`src/sv/dq_pkg.sv`:
```
`default_nettype none

package dq_pkg;

    // defaults for the top-level parameters
    localparam int DEPTH_DEFAULT      = 16;
    localparam int DATA_WIDTH_DEFAULT = 32;

    // fixed field widths of the request and response items
    localparam int ACTION_W = 3;
    localparam int WORD_W   = 32;
    localparam int STATUS_W = 2;

    // request codes
    localparam logic [ACTION_W-1:0] ACT_PUSH_FRONT = 3'd0;
    localparam logic [ACTION_W-1:0] ACT_PUSH_BACK  = 3'd1;
    localparam logic [ACTION_W-1:0] ACT_POP_FRONT  = 3'd2;
    localparam logic [ACTION_W-1:0] ACT_POP_BACK   = 3'd3;
    localparam logic [ACTION_W-1:0] ACT_PEEK_FRONT = 3'd4;
    localparam logic [ACTION_W-1:0] ACT_PEEK_BACK  = 3'd5;

    // response status codes
    localparam logic [STATUS_W-1:0] ST_OK        = 2'd0;
    localparam logic [STATUS_W-1:0] ST_UNDERFLOW = 2'd1;
    localparam logic [STATUS_W-1:0] ST_OVERFLOW  = 2'd2;

    // per-cell command: load the new word, or take a neighbor's word
    typedef struct packed {
        logic load;
        logic take_left;
        logic take_right;
    } cell_cmd_t;

endpackage

`default_nettype wire

```
`src/sv/dq_req_if.sv`:
```
`default_nettype none

interface dq_req_if import dq_pkg::*; ();
    logic                valid;
    logic                ready;
    logic [ACTION_W-1:0] action;
    logic [WORD_W-1:0]   data_in;

    modport source (output valid, output action, output data_in, input ready);
    modport sink   (input valid, input action, input data_in, output ready);
endinterface

`default_nettype wire

```
`src/sv/dq_rsp_if.sv`:
```
`default_nettype none

interface dq_rsp_if import dq_pkg::*; ();
    logic                valid;
    logic                ready;
    logic [WORD_W-1:0]   data_out;
    logic                is_empty;
    logic [STATUS_W-1:0] status;

    modport source (output valid, output data_out, output is_empty, output status, input ready);
    modport sink   (input valid, input data_out, input is_empty, input status, output ready);
endinterface

`default_nettype wire

```
`src/sv/dq_cell.sv`:
```
`default_nettype none

// one storage cell of the chain; shifts with its neighbors
module dq_cell import dq_pkg::*; #(
    parameter int DATA_WIDTH = DATA_WIDTH_DEFAULT
) (
    input  wire logic                  clk,
    input  wire cell_cmd_t             cmd,
    input  wire logic [DATA_WIDTH-1:0] word,
    input  wire logic [DATA_WIDTH-1:0] left_data,
    input  wire logic [DATA_WIDTH-1:0] right_data,
    output logic      [DATA_WIDTH-1:0] data
);

    logic [DATA_WIDTH-1:0] data_reg;
    logic [DATA_WIDTH-1:0] data_next;

    always_comb
    begin
        data_next = data_reg;
        if (cmd.load)
        begin
            data_next = word;
        end
        else if (cmd.take_left)
        begin
            data_next = left_data;
        end
        else if (cmd.take_right)
        begin
            data_next = right_data;
        end
    end

    always_ff @(posedge clk)
    begin
        data_reg <= data_next;
    end

    assign data = data_reg;

endmodule

`default_nettype wire

```
`src/sv/dq_chain.sv`:
```
`default_nettype none

// row of cells, front item always in cell 0; back read by one-hot select
module dq_chain import dq_pkg::*; #(
    parameter int DEPTH      = DEPTH_DEFAULT,
    parameter int DATA_WIDTH = DATA_WIDTH_DEFAULT
) (
    input  wire logic                  clk,
    input  wire cell_cmd_t             cmd [DEPTH],
    input  wire logic [DATA_WIDTH-1:0] word,
    input  wire logic [DEPTH-1:0]      back_sel,
    output logic      [DATA_WIDTH-1:0] front_data,
    output logic      [DATA_WIDTH-1:0] back_data
);

    logic [DATA_WIDTH-1:0] cell_data [DEPTH];

    for (genvar i = 0; i < DEPTH; i++)
    begin : g_cell
        logic [DATA_WIDTH-1:0] left_d;
        logic [DATA_WIDTH-1:0] right_d;

        if (i == 0)
        begin : g_first
            assign left_d = word;
        end
        else
        begin : g_mid_l
            assign left_d = cell_data[i-1];
        end

        if (i == DEPTH - 1)
        begin : g_last
            assign right_d = cell_data[i];
        end
        else
        begin : g_mid_r
            assign right_d = cell_data[i+1];
        end

        dq_cell #(
            .DATA_WIDTH (DATA_WIDTH)
        ) u_cell (
            .clk        (clk),
            .cmd        (cmd[i]),
            .word       (word),
            .left_data  (left_d),
            .right_data (right_d),
            .data       (cell_data[i])
        );
    end

    assign front_data = cell_data[0];

    always_comb
    begin
        back_data = '0;
        for (int i = 0; i < DEPTH; i++)
        begin
            back_data = back_data | (cell_data[i] & {DATA_WIDTH{back_sel[i]}});
        end
    end

endmodule

`default_nettype wire

```
`src/sv/double_ended_queue_core.sv`:
```
`default_nettype none

// Bounded double-ended queue of DEPTH words of DATA_WIDTH bits. Each request
// pushes at the front or back, pops from either end or peeks at either end,
// and yields exactly one response with the word read (zero if none), an
// empty flag for the state after the request, and a status: ok, underflow
// (pop/peek on empty, nothing changes) or overflow (push on full, refused).
// Codes 6 and 7 do nothing and answer ok. Storage is a chain of cells with
// the front item always held in cell 0: a front push shifts the chain one
// cell back, a front pop shifts it one cell forward, a back push loads the
// cell just past the last item, and a back pop only lowers the count. The
// back item is picked out of the chain by a one-hot select on the count.
// Timing: one request per clock while responses are taken; the response is
// registered in the cycle after acceptance. A new request is taken while the
// previous response is being taken in the same cycle; a response that is
// held stalls the request side. The storage needs no clearing after reset.
// Pushed words are zero-extended or cut to DATA_WIDTH bits; read words are
// zero-extended or cut to the 32-bit response field.
module double_ended_queue_core import dq_pkg::*; #(
    parameter int DEPTH      = DEPTH_DEFAULT,
    parameter int DATA_WIDTH = DATA_WIDTH_DEFAULT
) (
    input wire logic clk,
    input wire logic rst_n,
    dq_req_if.sink   req,
    dq_rsp_if.source rsp
);

    localparam int CNT_W = $clog2(DEPTH + 1);

    // item count: the only control state; the front is fixed at cell 0
    logic [CNT_W-1:0] count_reg;
    logic [CNT_W-1:0] count_next;

    logic rsp_valid_reg;
    logic [WORD_W-1:0]   data_out_reg;
    logic                is_empty_reg;
    logic [STATUS_W-1:0] status_reg;

    logic fire;
    logic full;
    logic empty;

    logic do_push_front;
    logic do_push_back;
    logic do_pop_front;
    logic rd_front;
    logic rd_back;
    logic [STATUS_W-1:0] st;

    logic [DATA_WIDTH-1:0] word;
    logic [DATA_WIDTH-1:0] front_data;
    logic [DATA_WIDTH-1:0] back_data;
    logic [DATA_WIDTH-1:0] rd_word;
    logic [DEPTH-1:0]      back_sel;
    logic [DEPTH-1:0]      tail_sel;
    cell_cmd_t             cmd [DEPTH];

    logic [WORD_W+DATA_WIDTH-1:0] in_ext;
    logic [WORD_W+DATA_WIDTH-1:0] out_ext;

    assign req.ready = !rsp_valid_reg || rsp.ready;
    assign fire      = req.valid && req.ready;

    assign full  = (count_reg == CNT_W'(DEPTH));
    assign empty = (count_reg == '0);

    // zero-extend or cut the incoming word to the storage width
    assign in_ext = {{DATA_WIDTH{1'b0}}, req.data_in};
    assign word   = in_ext[DATA_WIDTH-1:0];

    // request decode
    always_comb
    begin
        do_push_front = 1'b0;
        do_push_back  = 1'b0;
        do_pop_front  = 1'b0;
        rd_front      = 1'b0;
        rd_back       = 1'b0;
        st            = ST_OK;
        count_next    = count_reg;
        case (req.action)
            ACT_PUSH_FRONT, ACT_PUSH_BACK:
            begin
                if (full)
                begin
                    st = ST_OVERFLOW;
                end
                else
                begin
                    do_push_front = (req.action == ACT_PUSH_FRONT);
                    do_push_back  = (req.action == ACT_PUSH_BACK);
                    count_next    = count_reg + CNT_W'(1);
                end
            end
            ACT_POP_FRONT, ACT_PEEK_FRONT:
            begin
                if (empty)
                begin
                    st = ST_UNDERFLOW;
                end
                else
                begin
                    rd_front = 1'b1;
                    if (req.action == ACT_POP_FRONT)
                    begin
                        do_pop_front = 1'b1;
                        count_next   = count_reg - CNT_W'(1);
                    end
                end
            end
            ACT_POP_BACK, ACT_PEEK_BACK:
            begin
                if (empty)
                begin
                    st = ST_UNDERFLOW;
                end
                else
                begin
                    rd_back = 1'b1;
                    if (req.action == ACT_POP_BACK)
                    begin
                        count_next = count_reg - CNT_W'(1);
                    end
                end
            end
            default:
            begin
                st = ST_OK;
            end
        endcase
    end

    // per-cell commands: back_sel marks the last item, tail_sel the first free cell
    for (genvar i = 0; i < DEPTH; i++)
    begin : g_cmd
        assign back_sel[i] = (count_reg == CNT_W'(i + 1));
        assign tail_sel[i] = (count_reg == CNT_W'(i));

        if (i == 0)
        begin : g_head
            assign cmd[i].load      = fire && (do_push_front || (do_push_back && tail_sel[i]));
            assign cmd[i].take_left = 1'b0;
        end
        else
        begin : g_body
            assign cmd[i].load      = fire && do_push_back && tail_sel[i];
            assign cmd[i].take_left = fire && do_push_front;
        end

        if (i == DEPTH - 1)
        begin : g_tail
            assign cmd[i].take_right = 1'b0;
        end
        else
        begin : g_inner
            assign cmd[i].take_right = fire && do_pop_front;
        end
    end

    dq_chain #(
        .DEPTH      (DEPTH),
        .DATA_WIDTH (DATA_WIDTH)
    ) u_chain (
        .clk        (clk),
        .cmd        (cmd),
        .word       (word),
        .back_sel   (back_sel),
        .front_data (front_data),
        .back_data  (back_data)
    );

    // zero when nothing is read
    assign rd_word = rd_front ? front_data : (rd_back ? back_data : '0);
    assign out_ext = {{WORD_W{1'b0}}, rd_word};

    always_ff @(posedge clk or negedge rst_n)
    begin
        if (!rst_n)
        begin
            count_reg     <= '0;
            rsp_valid_reg <= 1'b0;
        end
        else
        begin
            if (fire)
            begin
                count_reg     <= count_next;
                rsp_valid_reg <= 1'b1;
            end
            else if (rsp.ready)
            begin
                rsp_valid_reg <= 1'b0;
            end
        end
    end

    // response payload
    always_ff @(posedge clk)
    begin
        if (fire)
        begin
            data_out_reg <= out_ext[WORD_W-1:0];
            is_empty_reg <= (count_next == '0);
            status_reg   <= st;
        end
    end

    assign rsp.valid    = rsp_valid_reg;
    assign rsp.data_out = data_out_reg;
    assign rsp.is_empty = is_empty_reg;
    assign rsp.status   = status_reg;

endmodule

`default_nettype wire
```
`src/flat_wrapper.sv`:
```
// flat-port wrapper written by rule: the top's interface ports become plain ports
module double_ended_queue_core_flat import dq_pkg::*;
#(
    parameter int DEPTH      = DEPTH_DEFAULT,
    parameter int DATA_WIDTH = DATA_WIDTH_DEFAULT
)
  (clk, rst_n, req_valid, req_action, req_data_in, req_ready, rsp_valid, rsp_data_out, rsp_is_empty, rsp_status, rsp_ready);
  dq_req_if req_i ();
  dq_rsp_if rsp_i ();
  input wire logic clk;
  input wire logic rst_n;
  input wire logic [$bits(req_i.valid)-1:0] req_valid;
  input wire logic [$bits(req_i.action)-1:0] req_action;
  input wire logic [$bits(req_i.data_in)-1:0] req_data_in;
  output wire logic [$bits(req_i.ready)-1:0] req_ready;
  output wire logic [$bits(rsp_i.valid)-1:0] rsp_valid;
  output wire logic [$bits(rsp_i.data_out)-1:0] rsp_data_out;
  output wire logic [$bits(rsp_i.is_empty)-1:0] rsp_is_empty;
  output wire logic [$bits(rsp_i.status)-1:0] rsp_status;
  input wire logic [$bits(rsp_i.ready)-1:0] rsp_ready;
  assign req_i.valid = req_valid;
  assign req_i.action = req_action;
  assign req_i.data_in = req_data_in;
  assign req_ready = req_i.ready;
  assign rsp_valid = rsp_i.valid;
  assign rsp_data_out = rsp_i.data_out;
  assign rsp_is_empty = rsp_i.is_empty;
  assign rsp_status = rsp_i.status;
  assign rsp_i.ready = rsp_ready;
  double_ended_queue_core #(.DEPTH(DEPTH), .DATA_WIDTH(DATA_WIDTH)) u_core (.clk(clk), .rst_n(rst_n), .req(req_i), .rsp(rsp_i));
endmodule
```
`config.mk`:
```
export PLATFORM = sky130hd
export DESIGN_NAME = double_ended_queue_core_flat
export DESIGN_NICKNAME = d
export VERILOG_FILES = /design/src/sv/dq_pkg.sv /design/src/sv/dq_req_if.sv /design/src/sv/dq_rsp_if.sv /design/src/sv/dq_cell.sv /design/src/sv/dq_chain.sv /design/src/sv/double_ended_queue_core.sv /design/src/flat_wrapper.sv
export SDC_FILE = /design/constraint.sdc
export NUM_CORES = 1
export LEC_CHECK = 0
export BUFFER_PORTS_ARGS = -buffer_cell sky130_fd_sc_hd__buf_4
export CAP_MARGIN = 10
export CORE_ASPECT_RATIO = 1.25
export CORE_UTILIZATION = 40
export DETAILED_ROUTE_END_ITERATION = 10
export GPL_ROUTABILITY_DRIVEN = 0
export GPL_TIMING_DRIVEN = 1
export PLACE_DENSITY = 0.57
export REMOVE_ABC_BUFFERS = 1
export SYNTH_ARGS = -nofsm -noshare
export SYNTH_HDL_FRONTEND = slang
export SYNTH_SLANG_ARGS = --single-unit
export TNS_END_PERCENT = 100
```
`constraint.sdc`:
```
create_clock -name clk -period 5.3 [get_ports clk]
set_input_delay 0.53 -clock clk [delete_from_list [all_inputs] [get_ports clk]]
set_output_delay 0.53 -clock clk [all_outputs]
set_load 0.01 [all_outputs]
```
==> qor.yml, run 1 <==
status: "completed"
grt_max_degree: 93
synth_seq_cells: 553
initial_utilization_pct: 40.6
core_sq_um: 77700
path_class: "flop to flop"
stdcell_count: 3894
start_kind: "flop"
holdPathEnd: "u_core.rsp.valid$_DFFE_PN0P_"
cts_tree: "yes"
r2r_cells: 9
synth_commonest_cells: "edfxtp_1, mux2i_1, nand2_1"
clockPowerShare_pct: 30.6
worstHoldStart: "req_valid"
crit_slowest_cell: "nor4_1"
synth.area.top_cells: "edfxtp_1, mux2i_1, nand2_1"
critPathMostFrequentCell: "buf_4"
skew_ns: 0.0195
period_needed_ns: 4.14
drc: 0
crit_path_max_incr_delay_ns: 0.85
arrival_ns: 4.64
total_power_w: 0.0126
drive_gt1_share_pct: 12.7
dr_total_vias: 24400
slew_headroom_pct: 8.20
combPwrFrac_pct: 26.4
postLayoutCellArea_sq_um: 34800
ctsResizeCount: 0
diodes: 0
syn_to_final_growth_pct: 10.3
ctsHoldBuffers: 1
fillers: 7222
layout_setup_ws_ns: 1.16
worstMarginPinSlew_ns: 1.37
ys_seq_area_share_pct: 52.6
rrSetupSlack_ns: 1.16
cts.sinks: 553
crit_fanout: 17
synthCells: 2853
r2r-end: "u_core.rsp.is_empty$_DFFE_PP_"
synthArstFlopShare_pct: 1.08
avgSynthCellArea_sq_um: 11.1
overflow: 0
cts_root_buf: "clkbuf_16"
grt_pass1_wl_microns: 172000
port_buffers: 75
drv_cap: 0
p_int_w: 0.00831
hold_depth: 2
startpoint: "u_core.count_reg[0]$_DFFE_PN0P_"
die_area_sq_um: 80000
power_leakage_nw: 13.6
fin_crit_sh_pct: 78.1
ir_drop_v: 0.000217
die_h_microns: 316
synth_top_cell_area_share_pct: 52.1
boundaryPins: 76
cts_setup_buffers: 0
setup_viol: 0
yosysMostFrequentCell: "edfxtp_1"
clk_latency_ns: 0.64
wl_microns: 121000
antenna_left: 0
ys_types: 64
wl_per_cell_microns: 31.2
p_switching_w: 0.00428
cts_buffer_depth: 3
worstHoldPathType: "primary input to flop"
placed_cells: 3796
critPathCaptureType: "flop"
avgViaCountPerCell: 6.26
rows: 114
gr-usage-all-layers_pct: 30.1
p_per_area_nw_per_um2: 362
cts_made_buffers: 55
pre_cts_slack_ns: 1.33
place_area_sq_um: 33100
ys.warnings.count: 0
yosysTopAreaCell: "edfxtp_1"
firstDrtPassIters: 6
hpwlAfterDp_microns: 69900
grt_antenna_before_repair: 9
grt_setup_unrepaired: "false"
switching_share_pct: 34.0
largest_register_ffs: 512
synth_area_sq_um: 31500
clk_pin_slew_worst_paths_ns: 0.07
hold_viol_final: 0
grt_pass1_vias: 24000
synth_top_flop_cell: "edfxtp_1"
slew_violations: 0
fin_nets: 2855
worst_ep_required_time_ns: 5.80
reg2reg_from: "u_core.count_reg[0]$_DFFE_PN0P_"
synth_edf_count: 547
drtIter0Drc: 3222
max_freq_ghz: 0.242
path_cells: "inv_1 > ha_1 > nor4bb_4 > buf_4 > nor2_1 > a221oi_1 > nand3_1 > nor4_1 > buf_4"
htreeDepth: 2
die-width_microns: 253
seqPwrFrac_pct: 43.0
==> worst max path at each step <==
| stage | endpoint | slack, ns | cells after the start |
|---|---|---|---|
| CTS | u_core.u_chain.g_cell[13].u_cell.data[0]$_DFFE_PP_ | 1.30 | 9 |
| finish | u_core.rsp.is_empty$_DFFE_PP_ | 1.16 | 9 |
| global route | u_core.u_chain.g_cell[13].u_cell.data[0]$_DFFE_PP_ | 1.05 | 9 |
| floorplan | u_core.u_chain.g_cell[15].u_cell.data[0]$_DFFE_PP_ | -18.85 | 4 |
| global placement | u_core.u_chain.g_cell[13].u_cell.data[22]$_DFFE_PP_ | 1.44 | 9 |
| detailed placement | u_core.u_chain.g_cell[1].u_cell.data[7]$_DFFE_PP_ | 1.33 | 9 |
==> stage by stage <==
stage | hold slack, ns | TNS, ns | utilization [%]
after floorplan | 0.234 | -8077.87 | -
after global placement | 0.365 | 0 | 42.6
after detailed placement | 0.365 | 0 | 42.6
after CTS | 0.120 | 0 | 44.8
after global routing | 0.142 | 0 | 44.8
final | 0.148 | 0 | 44.8
==> cell usage in the layout, fill, tap and decap left out, types with 6 or more instances in the layout <==
master / netlist / final
edfxtp_1: 547 / 547
nand2_1: 528 / 528
mux2i_1: 528 / 528
o21ai_1: 308 / 308
o21ai_0: 179 / 179
buf_4: 10 / 142
a22oi_1: 72 / 72
mux2_2: 67 / 67
clkbuf_16: 0 / 57
nor2_1: 40 / 39
a21oi_1: 34 / 33
o22ai_1: 28 / 28
a221oi_1: 23 / 23
buf_12: 0 / 19
a2111oi_0: 15 / 15
nand2b_2: 0 / 15
clkinv_1: 0 / 15
and3_1: 14 / 14
inv_1: 14 / 13
a22o_1: 13 / 13
a222oi_1: 10 / 10
nor3_2: 1 / 10
o211ai_1: 9 / 9
clkinv_2: 0 / 9
clkbuf_1: 147 / 9
a31oi_1: 8 / 8
nand3_1: 8 / 8
o2111ai_1: 8 / 8
nor2b_1: 8 / 6
nand2b_1: 21 / 6
nor3_1: 16 / 6
==> final cells by class <==
type,count,area [sq um],share of cell area [%]
inverters,14,52.6,0.151
well taps,1044,1310,3.75
multi-input cells,2024,13700,39.4
clock buffers,66,1460,4.20
repair buffers,162,1460,4.19
flip-flops and latches,553,16600,47.7
clock inverters,31,221,0.637
==> power groups by stage <==
stage	Combinational, W	Sequential, W	Clock (W)
2_1_floorplan	0.00176	0.00549	0
3_3_place_gp	0.00318	0.00549	0
3_5_place_dp	0.00322	0.00549	0
4_1_cts	0.00322	0.00540	0.00390
5_1_grt	0.00341	0.00544	0.00403
6_report	0.00333	0.00541	0.00385
==> worst max-delay path, delay by kind of cell, from the launching register on <==
kind                     cells  cell delay, ns
AO/OA/AOI/OAI                1            0.40
adder cells (fa/ha/maj)      1            0.63
flip-flops                   1            0.43
buffers and inverters        3            0.91
AND/OR/NAND/NOR              4            1.61
==> routing by layer <==
metal | wire, microns | track usage (%)
met3 | 11600 | 6.02
met2 | 56200 | 48.6
met4 | 7720 | 17.5
met5 | 96 | 0
met1 | 45900 | 37.5
==> logic make-up after synthesis <==
kind of cell	synth area share, %
AO/OA/AOI/OAI	13.8
AND/OR/NAND/NOR	9.03
multiplexers	19.5
flip-flops	52.6
buffers and inverters	4.72
adder cells (fa/ha/maj)	0.238
XOR/XNOR	0.111
(Power assumes the default switching activity.)
==> run 2, diff against run 1 <==
--- a/config.mk
+++ b/config.mk
@@ -5,6 +5,7 @@
 export SDC_FILE = /design/constraint.sdc
 export NUM_CORES = 1
 export LEC_CHECK = 0
+export ABC_AREA = 1
 export BUFFER_PORTS_ARGS = -buffer_cell sky130_fd_sc_hd__buf_4
 export CAP_MARGIN = 10
 export CORE_ASPECT_RATIO = 1.25
@@ -12,7 +13,7 @@
 export DETAILED_ROUTE_END_ITERATION = 10
 export GPL_ROUTABILITY_DRIVEN = 0
 export GPL_TIMING_DRIVEN = 1
-export PLACE_DENSITY = 0.57
+export PLACE_DENSITY = 0.59
 export REMOVE_ABC_BUFFERS = 1
 export SYNTH_ARGS = -nofsm -noshare
 export SYNTH_HDL_FRONTEND = slang
==> constraint.sdc (replaced) <==
create_clock -name clk -period 3.5 [get_ports clk]
set_input_delay 0.35 -clock clk [delete_from_list [all_inputs] [get_ports clk]]
set_output_delay 0.35 -clock clk [all_outputs]
set_load 0.01 [all_outputs]
==> run 2 against run 1 <==
Clock skew down 0.0093 ns. Global-route usage down 0.63 points. Register-to-register slack worse by 0.64 ns. Worst hold slack worse by 0.13 ns. Critical path depth up 2. Cell count up 22%. Combinational power up 10%. Sequential share of layout area down 0.40 points. Clock power up 55%. Fmax up 39%. Sequential cell count unchanged. Die area down 0.68%.
==> qor.yml, run 2 <==
path_class: "flop to flop"
drtIter0Drc: 3764  # +17%
wl_per_cell_microns: 25.0  # -20%
synth_top_cell_area_share_pct: 52.4  # +0.36 points
final_cell_mix: "nand2_1, edfxtp_1, o211ai_1"
slew_headroom_pct: 22.1  # +14 points
initial_utilization_pct: 40.4  # -0.13 points
avgSynthCellArea_sq_um: 8.50  # -23%
skew_ns: 0.0102  # -0.00931 ns
overflow: 0  # unchanged
synthCells: 3684  # +29%
pre_cts_slack_ns: 0.609  # -0.726 ns
mostFrequentLayoutCell: "nand2_1"
synthArstFlopShare_pct: 1.08  # unchanged
htreeDepth: 2  # unchanged
status: "completed"
regArea_sq_um: 16600  # about the same
slew_violations: 0  # unchanged
fillers: 7582  # +5.0%
start_kind: "flop"
die_h_microns: 315  # -0.34%
grt_antenna_before_repair: 3  # -6
port_buffers: 75  # unchanged
synth.area.top_cells: "edfxtp_1, nand2_1, o211ai_1"
gr-usage-all-layers_pct: 29.5  # -0.63 points
grt_pass1_vias: 26300  # +9.4%
grt_setup_unrepaired: "false"
worstHoldPathType: "primary input to flop"
syn_to_final_growth_pct: 11.9
core_sq_um: 77500  # -0.37%
worstHoldStart: "rsp_ready"
largest_register_ffs: 512  # unchanged
die-width_microns: 252  # -0.34%
dr_total_vias: 28100  # +15%
ys_seq_area_share_pct: 52.9  # +0.36 points
max_freq_ghz: 0.336  # +39%
cts_tree: "yes"
cts_root_buf: "clkbuf_16"
clk_latency_ns: 0.65  # about the same
hold_viol_final: 0  # unchanged
avgViaCountPerCell: 5.93  # -5.3%
finalSetupTns_ns: 0  # unchanged
setup_viol: 0  # unchanged
synth_seq_cells: 553  # unchanged
period_needed_ns: 2.98  # -1.16 ns
cts_setup_buffers: 0  # unchanged
reg2reg_from: "u_core.count_reg[0]$_DFFE_PN0P_"
hpwlAfterDp_microns: 73700  # +5.3%
drc: 0  # unchanged
grt_max_degree: 196  # +110%
ir_drop_v: 0.000365  # +68%
fin_nets: 3700  # +30%
critPathCaptureType: "flop"
grt_pass1_wl_microns: 173000  # +0.59%
antenna_left: 0  # unchanged
die_area_sq_um: 79400  # -0.68%
drv_cap: 0  # unchanged
startpoint: "u_core.count_reg[0]$_DFFE_PN0P_"
firstDrtPassIters: 8  # +2
synth_area_sq_um: 31300  # -0.68%
layout_setup_ws_ns: 0.522  # -0.641 ns
rows: 114  # unchanged
synth_edf_count: 547  # unchanged
clk_pin_slew_worst_paths_ns: 0.07  # about the same
ys.warnings.count: 0  # unchanged
worstMarginPinSlew_ns: 1.17  # -0.207 ns
fin_crit_sh_pct: 85.1  # +7.0 points
yosysMostFrequentCell: "nand2_1"
multi_input_area_sq_um: 12400  # -9.8%
ys_types: 27  # -58%
wl_microns: 119000  # -2.4%
drive_gt1_share_pct: 8.68  # -4.1 points
synth_top_flop_cell: "edfxtp_1"
boundaryPins: 76  # unchanged
p_per_area_nw_per_um2: 503  # +39%
yosysTopAreaCell: "edfxtp_1"
cts_buffer_depth: 3  # unchanged
power_leakage_nw: 13.5  # -0.80%
cts_made_buffers: 57  # +3.6%
synth_commonest_cells: "nand2_1, edfxtp_1, o211ai_1"
worst_ep_required_time_ns: 3.87  # -1.93 ns
arrival_ns: 3.34  # -1.30 ns
crit_fanout: 75  # +58
cts.sinks: 553  # unchanged
## run 2: kinds of logic (layout without fill, tap and decap cells)
family	after synthesis	in the layout	synth area share (%)
xor+xnor	1	1	0.0280
simple gates	1418	1418	17.5
fa+ha+maj	6	6	0.240
compound gates	1087	1087	20.9
flops	553	553	52.9
buf+inv	619	633	8.38
other cells	0	2	0
## run 2: report_power, final
part | internal, W | switching [W]
Combinational | 0.00105 | 0.00262
Clock | 0.00321 | 0.00274
Sequential | 0.00776 | 0.000243
## run 2: layout make-up
type                    instances  area share (%)
clock inverters                26           0.485
repair buffers                207            5.37
inverters                     324            3.49
well taps                    1044            3.72
diodes                          2          0.0143
flip-flops and latches        553            47.3
clock buffers                  76            4.39
multi-input cells            2512            35.3
## run 2: metal layers
metal / GRT usage, % / routed length, microns / vias up
met1: 40.2 / 48100 / 13500
met5: 0 / 39 / -
met3: 5.22 / 12000 / 313
met2: 45.8 / 52600 / 1628
met4: 13.5 / 5890 / 6
li1: - / - / 12700
## run 2: timing repair
item / CTS / global route
endpoints found under the hold margin: 22 / 0
gates resized for setup: 0 / 0
hold buffers: 17 / 0
## run 2: per-stage QoR
| stage | util (%) | power (W) | cell area [sq um] | instances | hold slack [ns] |
|---|---|---|---|---|---|
| detailed placement | 42.8 | 0.0117 | 33200 | 4623 | 0.168 |
| floorplan | - | 0.0100 | 29900 | 3389 | 0.0544 |
| finish | 45.3 | 0.0176 | 35100 | 4744 | 0.0142 |
| CTS | 45.3 | 0.0176 | 35100 | 4742 | 0.00245 |
| global placement | 42.8 | 0.0117 | 33200 | 4623 | 0.165 |
| global route | 45.3 | 0.0182 | 35100 | 4742 | 0.0286 |
## run 2: critical path: stages, from the launching register on
cell and delay [ns]:
dfrtp_1 0.41, inv_1 0.14, ha_1 0.26, nand2_1 0.14, inv_1 0.07, nand2_2 0.17
nand3_4 0.26, inv_8 0.52, buf_4 0.40, nand2_1 0.10, o211ai_1 0.09, o21ai_0 0.10
## run 2: final timing paths
| path | depth (start not counted) | endpoint | slack [ns] |
|---|---|---|---|
| min in group asynchronous | 2 | u_core.rsp.valid$_DFFE_PN0P_ | 0.05 |
| worst min register to register | 2 | u_core.rsp.valid$_DFFE_PN0P_ | 0.55 |
| worst min-delay path | 4 | u_core.rsp.valid$_DFFE_PN0P_ | 0.01 |
| worst max register to register | 11 | u_core.u_chain.g_cell[5].u_cell.data[24]$_DFFE_PP_ | 0.52 |
| max in group asynchronous | 2 | u_core.count_reg[2]$_DFFE_PN0P_ | 3.33 |
| worst max-delay path | 11 | u_core.u_chain.g_cell[5].u_cell.data[24]$_DFFE_PP_ | 0.52 |
